File: config.mk
export PLATFORM = sky130hd
export DESIGN_NAME = fifo_queue_with_dedup
export DESIGN_NICKNAME = d
export VERILOG_FILES = /design/src/sv/qdd_pkg.sv /design/src/sv/fifo_queue_with_dedup.sv /design/src/sv/qdd_cell.sv /design/src/sv/qdd_ctrl.sv
export SDC_FILE = /design/constraint.sdc
export NUM_CORES = 1
export LEC_CHECK = 0
export BUFFER_PORTS_ARGS = -buffer_cell sky130_fd_sc_hd__buf_2
export CORE_AREA = 2 2 314 379
export DETAILED_ROUTE_END_ITERATION = 8
export DIE_AREA = 0 0 316 381
export MAX_ROUTING_LAYER = met4
export PLACE_DENSITY = 0.47
export REMOVE_ABC_BUFFERS = 1
export SLEW_MARGIN = 20
export SYNTH_ARGS = -nofsm -noshare
export SYNTH_HDL_FRONTEND = slang
export SYNTH_SLANG_ARGS = --single-unit
File: constraint.sdc
create_clock -name clk_i -period 14.3 [get_ports clk_i]
set_input_delay 2.86 -clock clk_i [delete_from_list [all_inputs] [get_ports clk_i]]
set_output_delay 2.86 -clock clk_i [all_outputs]
set_load 0.01 [all_outputs]
File: src/sv/qdd_pkg.sv
// shared types, constants and helper functions of the dedup queue
package qdd_pkg;

  localparam int unsigned DEPTH      = 16;
  localparam int unsigned DATA_WIDTH = 32;
  localparam int unsigned IDX_W      = $clog2(DEPTH);
  localparam int unsigned CNT_W      = $clog2(DEPTH + 1);

  typedef enum logic [1:0] {
    OP_ENQ   = 2'd0,
    OP_DEQ   = 2'd1,
    OP_DEDUP = 2'd2,
    OP_NONE  = 2'd3
  } op_e;

  typedef enum logic [1:0] {
    ST_OK    = 2'd0,
    ST_EMPTY = 2'd1,
    ST_FULL  = 2'd2
  } status_e;

  typedef enum logic [1:0] {
    S_IDLE,
    S_MARK,
    S_COMPACT
  } state_e;

  typedef logic [DATA_WIDTH-1:0] word_t;

  // per-cycle commands broadcast along the row of cells
  typedef struct packed {
    logic enq;
    logic deq;
    logic compact;
    logic mark;
  } cell_ctl_t;

  // keep the low stored bits of a sign-extended input word
  function automatic word_t to_word(logic signed [31:0] v);
    logic signed [63:0] ext;
    ext = 64'(v);
    return ext[DATA_WIDTH-1:0];
  endfunction

  // sign-extend a stored word and return its low 32 bits
  function automatic logic [31:0] from_word(word_t w);
    logic signed [63:0] ext;
    ext = 64'(signed'(w));
    return ext[31:0];
  endfunction

endpackage

File: src/sv/fifo_queue_with_dedup.sv
// Bounded FIFO of signed words with enqueue, dequeue and duplicate removal.
// A transaction is taken on a clock edge with start high and busy low; its result
// shows for exactly one cycle with valid_o high and cannot be held off by the
// receiver. For enqueue, dequeue and the unused op code the result appears the
// cycle after acceptance and busy stays low, so one transaction per cycle is
// taken while no dedup walk holds busy high. Dedup of a non-empty queue runs on
// the row of entry cells: a mark state compares each held entry against all
// later entries, then a compact state removes the duplicates one at a time, and
// the result shows in the cycle after compaction ends; busy stays high until its
// result. entry_count_o is the count held after the transaction.
module fifo_queue_with_dedup (
  input  logic               clk_i,
  input  logic               rst_ni,
  input  logic               start,
  output logic               busy,
  input  logic [1:0]         op_i,
  input  logic signed [31:0] value_i,
  output logic               valid_o,
  output logic [1:0]         status_o,
  output logic signed [31:0] data_out_o,
  output logic [4:0]         entry_count_o
);

  qdd_pkg::cell_ctl_t            ctl;
  qdd_pkg::word_t                wdata;
  qdd_pkg::word_t                cell_data [qdd_pkg::DEPTH];
  logic [qdd_pkg::DEPTH-1:0]     cell_dup;
  logic [qdd_pkg::DEPTH:0]       hole;
  logic [qdd_pkg::CNT_W-1:0]     count;
  logic [qdd_pkg::IDX_W-1:0]     probe_idx;
  logic [31:0]                   dout;
  qdd_pkg::word_t                probe;

  assign hole[0] = 1'b0;
  assign probe   = cell_data[probe_idx];

  // sequencer
  qdd_ctrl u_ctrl (
    .clk_i       (clk_i),
    .rst_ni      (rst_ni),
    .start_i     (start),
    .op_i        (op_i),
    .value_i     (value_i),
    .head_data_i (cell_data[0]),
    .any_dup_i   (hole[qdd_pkg::DEPTH]),
    .busy_o      (busy),
    .valid_o     (valid_o),
    .status_o    (status_o),
    .data_out_o  (dout),
    .count_o     (count),
    .probe_idx_o (probe_idx),
    .ctl_o       (ctl),
    .wdata_o     (wdata)
  );

  // row of entry cells, head at index zero
  for (genvar i = 0; i < qdd_pkg::DEPTH; i++) begin : g_cell
    logic           wr_sel;
    logic           mark_sel;
    qdd_pkg::word_t nbr_data;
    logic           nbr_dup;

    assign wr_sel   = (count == qdd_pkg::CNT_W'(i));
    assign mark_sel = (qdd_pkg::CNT_W'(i) > qdd_pkg::CNT_W'(probe_idx)) &&
                      (qdd_pkg::CNT_W'(i) < count);

    if (i < qdd_pkg::DEPTH - 1) begin : g_mid
      assign nbr_data = cell_data[i+1];
      assign nbr_dup  = cell_dup[i+1];
    end else begin : g_last
      assign nbr_data = cell_data[i];
      assign nbr_dup  = 1'b0;
    end

    qdd_cell u_cell (
      .clk_i      (clk_i),
      .rst_ni     (rst_ni),
      .ctl_i      (ctl),
      .wr_sel_i   (wr_sel),
      .mark_sel_i (mark_sel),
      .wdata_i    (wdata),
      .probe_i    (probe),
      .nbr_data_i (nbr_data),
      .nbr_dup_i  (nbr_dup),
      .hole_i     (hole[i]),
      .data_o     (cell_data[i]),
      .dup_o      (cell_dup[i]),
      .hole_o     (hole[i+1])
    );
  end

  assign data_out_o    = signed'(dout);
  assign entry_count_o = 5'(count);

endmodule

File: src/sv/qdd_cell.sv
// one queue entry: data word, duplicate flag and shift towards the head
module qdd_cell (
  input  logic                clk_i,
  input  logic                rst_ni,
  input  qdd_pkg::cell_ctl_t  ctl_i,
  input  logic                wr_sel_i,
  input  logic                mark_sel_i,
  input  qdd_pkg::word_t      wdata_i,
  input  qdd_pkg::word_t      probe_i,
  input  qdd_pkg::word_t      nbr_data_i,
  input  logic                nbr_dup_i,
  input  logic                hole_i,
  output qdd_pkg::word_t      data_o,
  output logic                dup_o,
  output logic                hole_o
);

  qdd_pkg::word_t data_q, data_d;
  logic           dup_q, dup_d;
  logic           shift;

  // take the neighbour's contents on a dequeue, or from the first duplicate onward
  assign shift  = ctl_i.deq | (ctl_i.compact & (hole_i | dup_q));
  assign hole_o = hole_i | dup_q;

  // data path
  always_comb begin
    data_d = data_q;
    if (shift) begin
      data_d = nbr_data_i;
    end else if (ctl_i.enq && wr_sel_i) begin
      data_d = wdata_i;
    end
  end

  // duplicate flag
  always_comb begin
    dup_d = dup_q;
    if (shift) begin
      dup_d = nbr_dup_i;
    end else if (ctl_i.mark && mark_sel_i && (data_q == probe_i)) begin
      dup_d = 1'b1;
    end
  end

  always_ff @(posedge clk_i) begin
    data_q <= data_d;
  end

  always_ff @(posedge clk_i or negedge rst_ni) begin
    if (!rst_ni) begin
      dup_q <= 1'b0;
    end else begin
      dup_q <= dup_d;
    end
  end

  assign data_o = data_q;
  assign dup_o  = dup_q;

endmodule

File: src/sv/qdd_ctrl.sv
// sequencer: operation decode, entry count, dedup walk and result register
module qdd_ctrl (
  input  logic                          clk_i,
  input  logic                          rst_ni,
  input  logic                          start_i,
  input  logic [1:0]                    op_i,
  input  logic signed [31:0]            value_i,
  input  qdd_pkg::word_t                head_data_i,
  input  logic                          any_dup_i,
  output logic                          busy_o,
  output logic                          valid_o,
  output logic [1:0]                    status_o,
  output logic [31:0]                   data_out_o,
  output logic [qdd_pkg::CNT_W-1:0]     count_o,
  output logic [qdd_pkg::IDX_W-1:0]     probe_idx_o,
  output qdd_pkg::cell_ctl_t            ctl_o,
  output qdd_pkg::word_t                wdata_o
);

  qdd_pkg::state_e               state_q, state_d;
  logic [qdd_pkg::CNT_W-1:0]     count_q, count_d;
  logic [qdd_pkg::IDX_W-1:0]     k_q, k_d;
  logic                          valid_q, valid_d;
  qdd_pkg::status_e              status_q, status_d;
  logic [31:0]                   dout_q, dout_d;
  logic                          full, empty;

  assign full  = (count_q == qdd_pkg::CNT_W'(qdd_pkg::DEPTH));
  assign empty = (count_q == '0);

  // next state, commands to the cells and result
  always_comb begin
    state_d  = state_q;
    count_d  = count_q;
    k_d      = k_q;
    valid_d  = 1'b0;
    status_d = status_q;
    dout_d   = dout_q;
    ctl_o    = '0;
    unique case (state_q)
      qdd_pkg::S_IDLE: begin
        if (start_i) begin
          unique case (qdd_pkg::op_e'(op_i))
            qdd_pkg::OP_ENQ: begin
              valid_d = 1'b1;
              dout_d  = '0;
              if (full) begin
                status_d = qdd_pkg::ST_FULL;
              end else begin
                status_d  = qdd_pkg::ST_OK;
                ctl_o.enq = 1'b1;
                count_d   = count_q + qdd_pkg::CNT_W'(1);
              end
            end
            qdd_pkg::OP_DEQ: begin
              valid_d = 1'b1;
              if (empty) begin
                status_d = qdd_pkg::ST_EMPTY;
                dout_d   = '0;
              end else begin
                status_d  = qdd_pkg::ST_OK;
                dout_d    = qdd_pkg::from_word(head_data_i);
                ctl_o.deq = 1'b1;
                count_d   = count_q - qdd_pkg::CNT_W'(1);
              end
            end
            qdd_pkg::OP_DEDUP: begin
              if (empty) begin
                valid_d  = 1'b1;
                status_d = qdd_pkg::ST_EMPTY;
                dout_d   = '0;
              end else begin
                k_d     = '0;
                state_d = qdd_pkg::S_MARK;
              end
            end
            qdd_pkg::OP_NONE: begin
              valid_d  = 1'b1;
              status_d = qdd_pkg::ST_OK;
              dout_d   = '0;
            end
          endcase
        end
      end
      qdd_pkg::S_MARK: begin
        // compare entry k with every later entry
        ctl_o.mark = 1'b1;
        if (qdd_pkg::CNT_W'(k_q) + qdd_pkg::CNT_W'(1) >= count_q) begin
          state_d = qdd_pkg::S_COMPACT;
        end else begin
          k_d = k_q + qdd_pkg::IDX_W'(1);
        end
      end
      qdd_pkg::S_COMPACT: begin
        // squeeze out one duplicate per cycle
        if (any_dup_i) begin
          ctl_o.compact = 1'b1;
          count_d       = count_q - qdd_pkg::CNT_W'(1);
        end else begin
          valid_d  = 1'b1;
          status_d = qdd_pkg::ST_OK;
          dout_d   = '0;
          state_d  = qdd_pkg::S_IDLE;
        end
      end
      default: begin
        state_d = qdd_pkg::S_IDLE;
      end
    endcase
  end

  always_ff @(posedge clk_i or negedge rst_ni) begin
    if (!rst_ni) begin
      state_q <= qdd_pkg::S_IDLE;
      count_q <= '0;
      k_q     <= '0;
      valid_q <= 1'b0;
    end else begin
      state_q <= state_d;
      count_q <= count_d;
      k_q     <= k_d;
      valid_q <= valid_d;
    end
  end

  always_ff @(posedge clk_i) begin
    status_q <= status_d;
    dout_q   <= dout_d;
  end

  assign busy_o      = (state_q != qdd_pkg::S_IDLE);
  assign valid_o     = valid_q;
  assign status_o    = status_q;
  assign data_out_o  = dout_q;
  assign count_o     = count_q;
  assign probe_idx_o = k_q;
  assign wdata_o     = qdd_pkg::to_word(value_i);

endmodule

==> metrics <==
Pre-antenna DRT Iters 6; r2r setup slk 7.95 ns; # port buffers 77; root buffer cell clkbuf_16; Die ar. 120000 sq um; setup TNS 0 ns; Leak around 0.014 uW; Initial Utilization 32.8%; htree depth 3; HP Class flip-flop to flip-flop; Post-CTS Hold Fix Bufs 0; max-cap violations 0; endpoints failing setup 0; final hold violation count 0; Clock Path Buffers 3; fin crit share about 44%; fraction of layout cells with a size suffix above 1 ~33%; top cells by area, synth edfxtp_1 43%, mux2_2 14%, mux4_2 6.5%, xnor2_1 5.6%, xor2_1 4.8%; arrival time of the worst setup path around 7 ns; WHS Path Cells 1; clk sinks 574; Post-synth ARST share 4.88%; core area 117000 sq um; width of the die 316 microns; largest area contributor in the netlist edfxtp_1; later-pin clock latency in the skew report roughly 0.71 ns; RSZ-0062 raised after global routing no; drt total wl 244 mm; GPL Wtd Cong around 1.1; R2R cell count 10; sequential share of the synthesized area 44.6%; top-area cell type share of the netlist area between 40% and 50%; vias ~30000; number of fillers in the final layout 11400; synth unique cells 92; per-cell routed wire length 52.6 microns; design area between 40000 and 50000 sq um; mean post-synth cell area 12.9 sq um; #FFs+latches synth about 570; row count 138; CP required 14.94 ns; first-pass GRT wire length 314 mm; Boundary Pins 78; initial antenna violation count 22; element type at the critical path end flip-flop; Rel. slew slack 5.40%; final setup skew 0.0299 ns; Final min period 6.35 ns; top_reg_cell synth edfxtp_1; mapped cell area 38300 sq um; CP Class flip-flop to flip-flop; number of buffers created by CTS 70; vias per cell 6.54; dpl hpwl approximately 180 mm; layout overhead on the synthesized area 12.3%; CTS tree built; setup bufs post-CTS 0; largest net degree at the start of global routing 74; outcome completed; CTS clk-pin slew, worst paths 0.07 ns; DRC 0; max-slew violation count 0; VDD IR-drop max 0.000114 V; type of origin of the critical path flip-flop; Placed Instance Area roughly 40000 sq um; cts repair resizes 0; Mapped Cells 2977; GRT Total Usage 41.4%; Chip Height 381 microns; fin nets 3086; Post-synth EDFFs 546; vias in the first global route 29000; FMAX ~160 MHz; Ys Warns 0; Slew @ Worst Pin 1.41 ns; DR iter-0 viols roughly 4500; grt ovf 0; PD cells 265 nW/um^2; Max FO, Critical Path 73; Final ANT Viol Nets 0
## per-layer routing
metal	vias to the layer above	track usage, %	part of all wire (%)
li1	11700	-	-
met1	16200	51.2	39
met2	2032	61.8	45
met3	475	7.52	8.0
met4	0	26.8	8.1
met5	-	-	0
## path summary, 6_finish.rpt
path,endpoint,start
max,g_cell[10].u_cell.dup_o$_DFFE_PN0P_,u_ctrl.probe_idx_o[1]$_DFFE_PN0P_
min,u_ctrl.data_out_o[13]$_SDFFCE_PP0P_,g_cell[0].u_cell.data_o[13]$_DFFE_PP_
max reg2reg,g_cell[10].u_cell.dup_o$_DFFE_PN0P_,u_ctrl.probe_idx_o[1]$_DFFE_PN0P_
min reg2reg,u_ctrl.data_out_o[13]$_SDFFCE_PP0P_,g_cell[0].u_cell.data_o[13]$_DFFE_PP_
max in group asynchronous,u_ctrl.probe_idx_o[3]$_DFFE_PN0P_,rst_ni
min in group asynchronous,u_ctrl.valid_o$_DFF_PN0_,rst_ni
## cell usage in the layout (no fill, tap or decap), types with 38 or more instances in the layout
master     count
a21oi_1       54
and2_1        42
buf_2         77
buf_4        108
clkbuf_16     73
edfxtp_1     546
inv_1         61
mux2_2       489
mux2i_1       93
mux4_2       111
nand2_1      104
nand4_1       52
nor2_1        63
nor4_1        40
o21ai_0       82
o22ai_1       38
xnor2_1      241
xor2_1       212
## kinds of logic (layout without fill, tap and decap cells)
| kind of cell | Yosys count | count (layout) | share of synthesized area [%] |
|---|---|---|---|
| AO/OA/AOI/OAI | 435 | 435 | 8.11 |
| XOR/XNOR | 458 | 458 | 10.5 |
| adder cells (fa/ha/maj) | 18 | 18 | 0.588 |
| buffers and inverters | 269 | 379 | 3.50 |
| flip-flops | 574 | 574 | 44.6 |
| multiplexers | 747 | 747 | 26.1 |
| other | 0 | 18 | 0 |
| AND/OR/NAND/NOR | 476 | 476 | 6.56 |
## Yosys cell counts, types with 38 or more instances
cell type and n:
a21oi_1 59, and2_1 42, buf_2 49, clkbuf_1 108
edfxtp_1 546, inv_1 63, mux2_2 489, mux2i_1 98
mux4_2 111, nand2_1 113, nand4_1 52, nor2_1 65
nor4_1 45, o21ai_0 85, o22ai_1 38, xnor2_1 246
xor2_1 212
## worst max-delay path, cell delays in order, from the launching register on
cell	delay [ns]
dfrtp_4	0.70
buf_4	0.62
buf_12	0.45
mux4_1	0.66
mux2i_2	0.79
mux2i_2	0.45
xor2_1	0.26
nor4_1	0.82
nand4_1	0.49
a2111oi_0	0.59
a221o_1	0.21
## power breakdown
part           leakage, uW  internal, uW  switching [uW]
clock              0.00111          1050             811
sequential         0.00532          2080             338
combinational      0.00781          1970            5130
total               0.0142          5100            6280
## registers in the layout, indices dropped and copies added, names as in the netlist
signal / cells
g_cell.u_cell.data_o: 512
g_cell.u_cell.dup_o: 16
u_ctrl.count_o: 5
u_ctrl.data_out_o: 32
u_ctrl.probe_idx_o: 4
u_ctrl.state_q: 2
u_ctrl.status_o: 2
u_ctrl.valid_o: 1
## layout make-up
class	instances	area (sq um)	area share (%)
antenna	18	45.0	0.105
clock buffer	87	1890	4.39
clock inverter	41	379	0.881
inverter	64	246	0.573
multi-input combinational	2134	20200	46.9
sequential	574	17100	39.8
tap	1540	1930	4.48
timing repair buffer	187	1240	2.87
## per-stage QoR
| step | utilization, % | setup slack [ns] | std cells | hold slack (ns) | total power, uW |
|---|---|---|---|---|---|
| 2_1_floorplan | - | 5.99 | 2772 | 0.480 | 5650 |
| 3_3_place_gp | 34.8 | 7.87 | 4498 | 0.549 | 9280 |
| 3_5_place_dp | 34.8 | 7.88 | 4499 | 0.551 | 9240 |
| 4_1_cts | 36.7 | 8.04 | 4627 | 0.566 | 11100 |
| 5_1_grt | 36.8 | 7.80 | 4642 | 0.583 | 11300 |
| 6_report | 36.8 | 7.95 | 4645 | 0.557 | 11400 |
No activity file was read; power rests on OpenSTA's default activity.
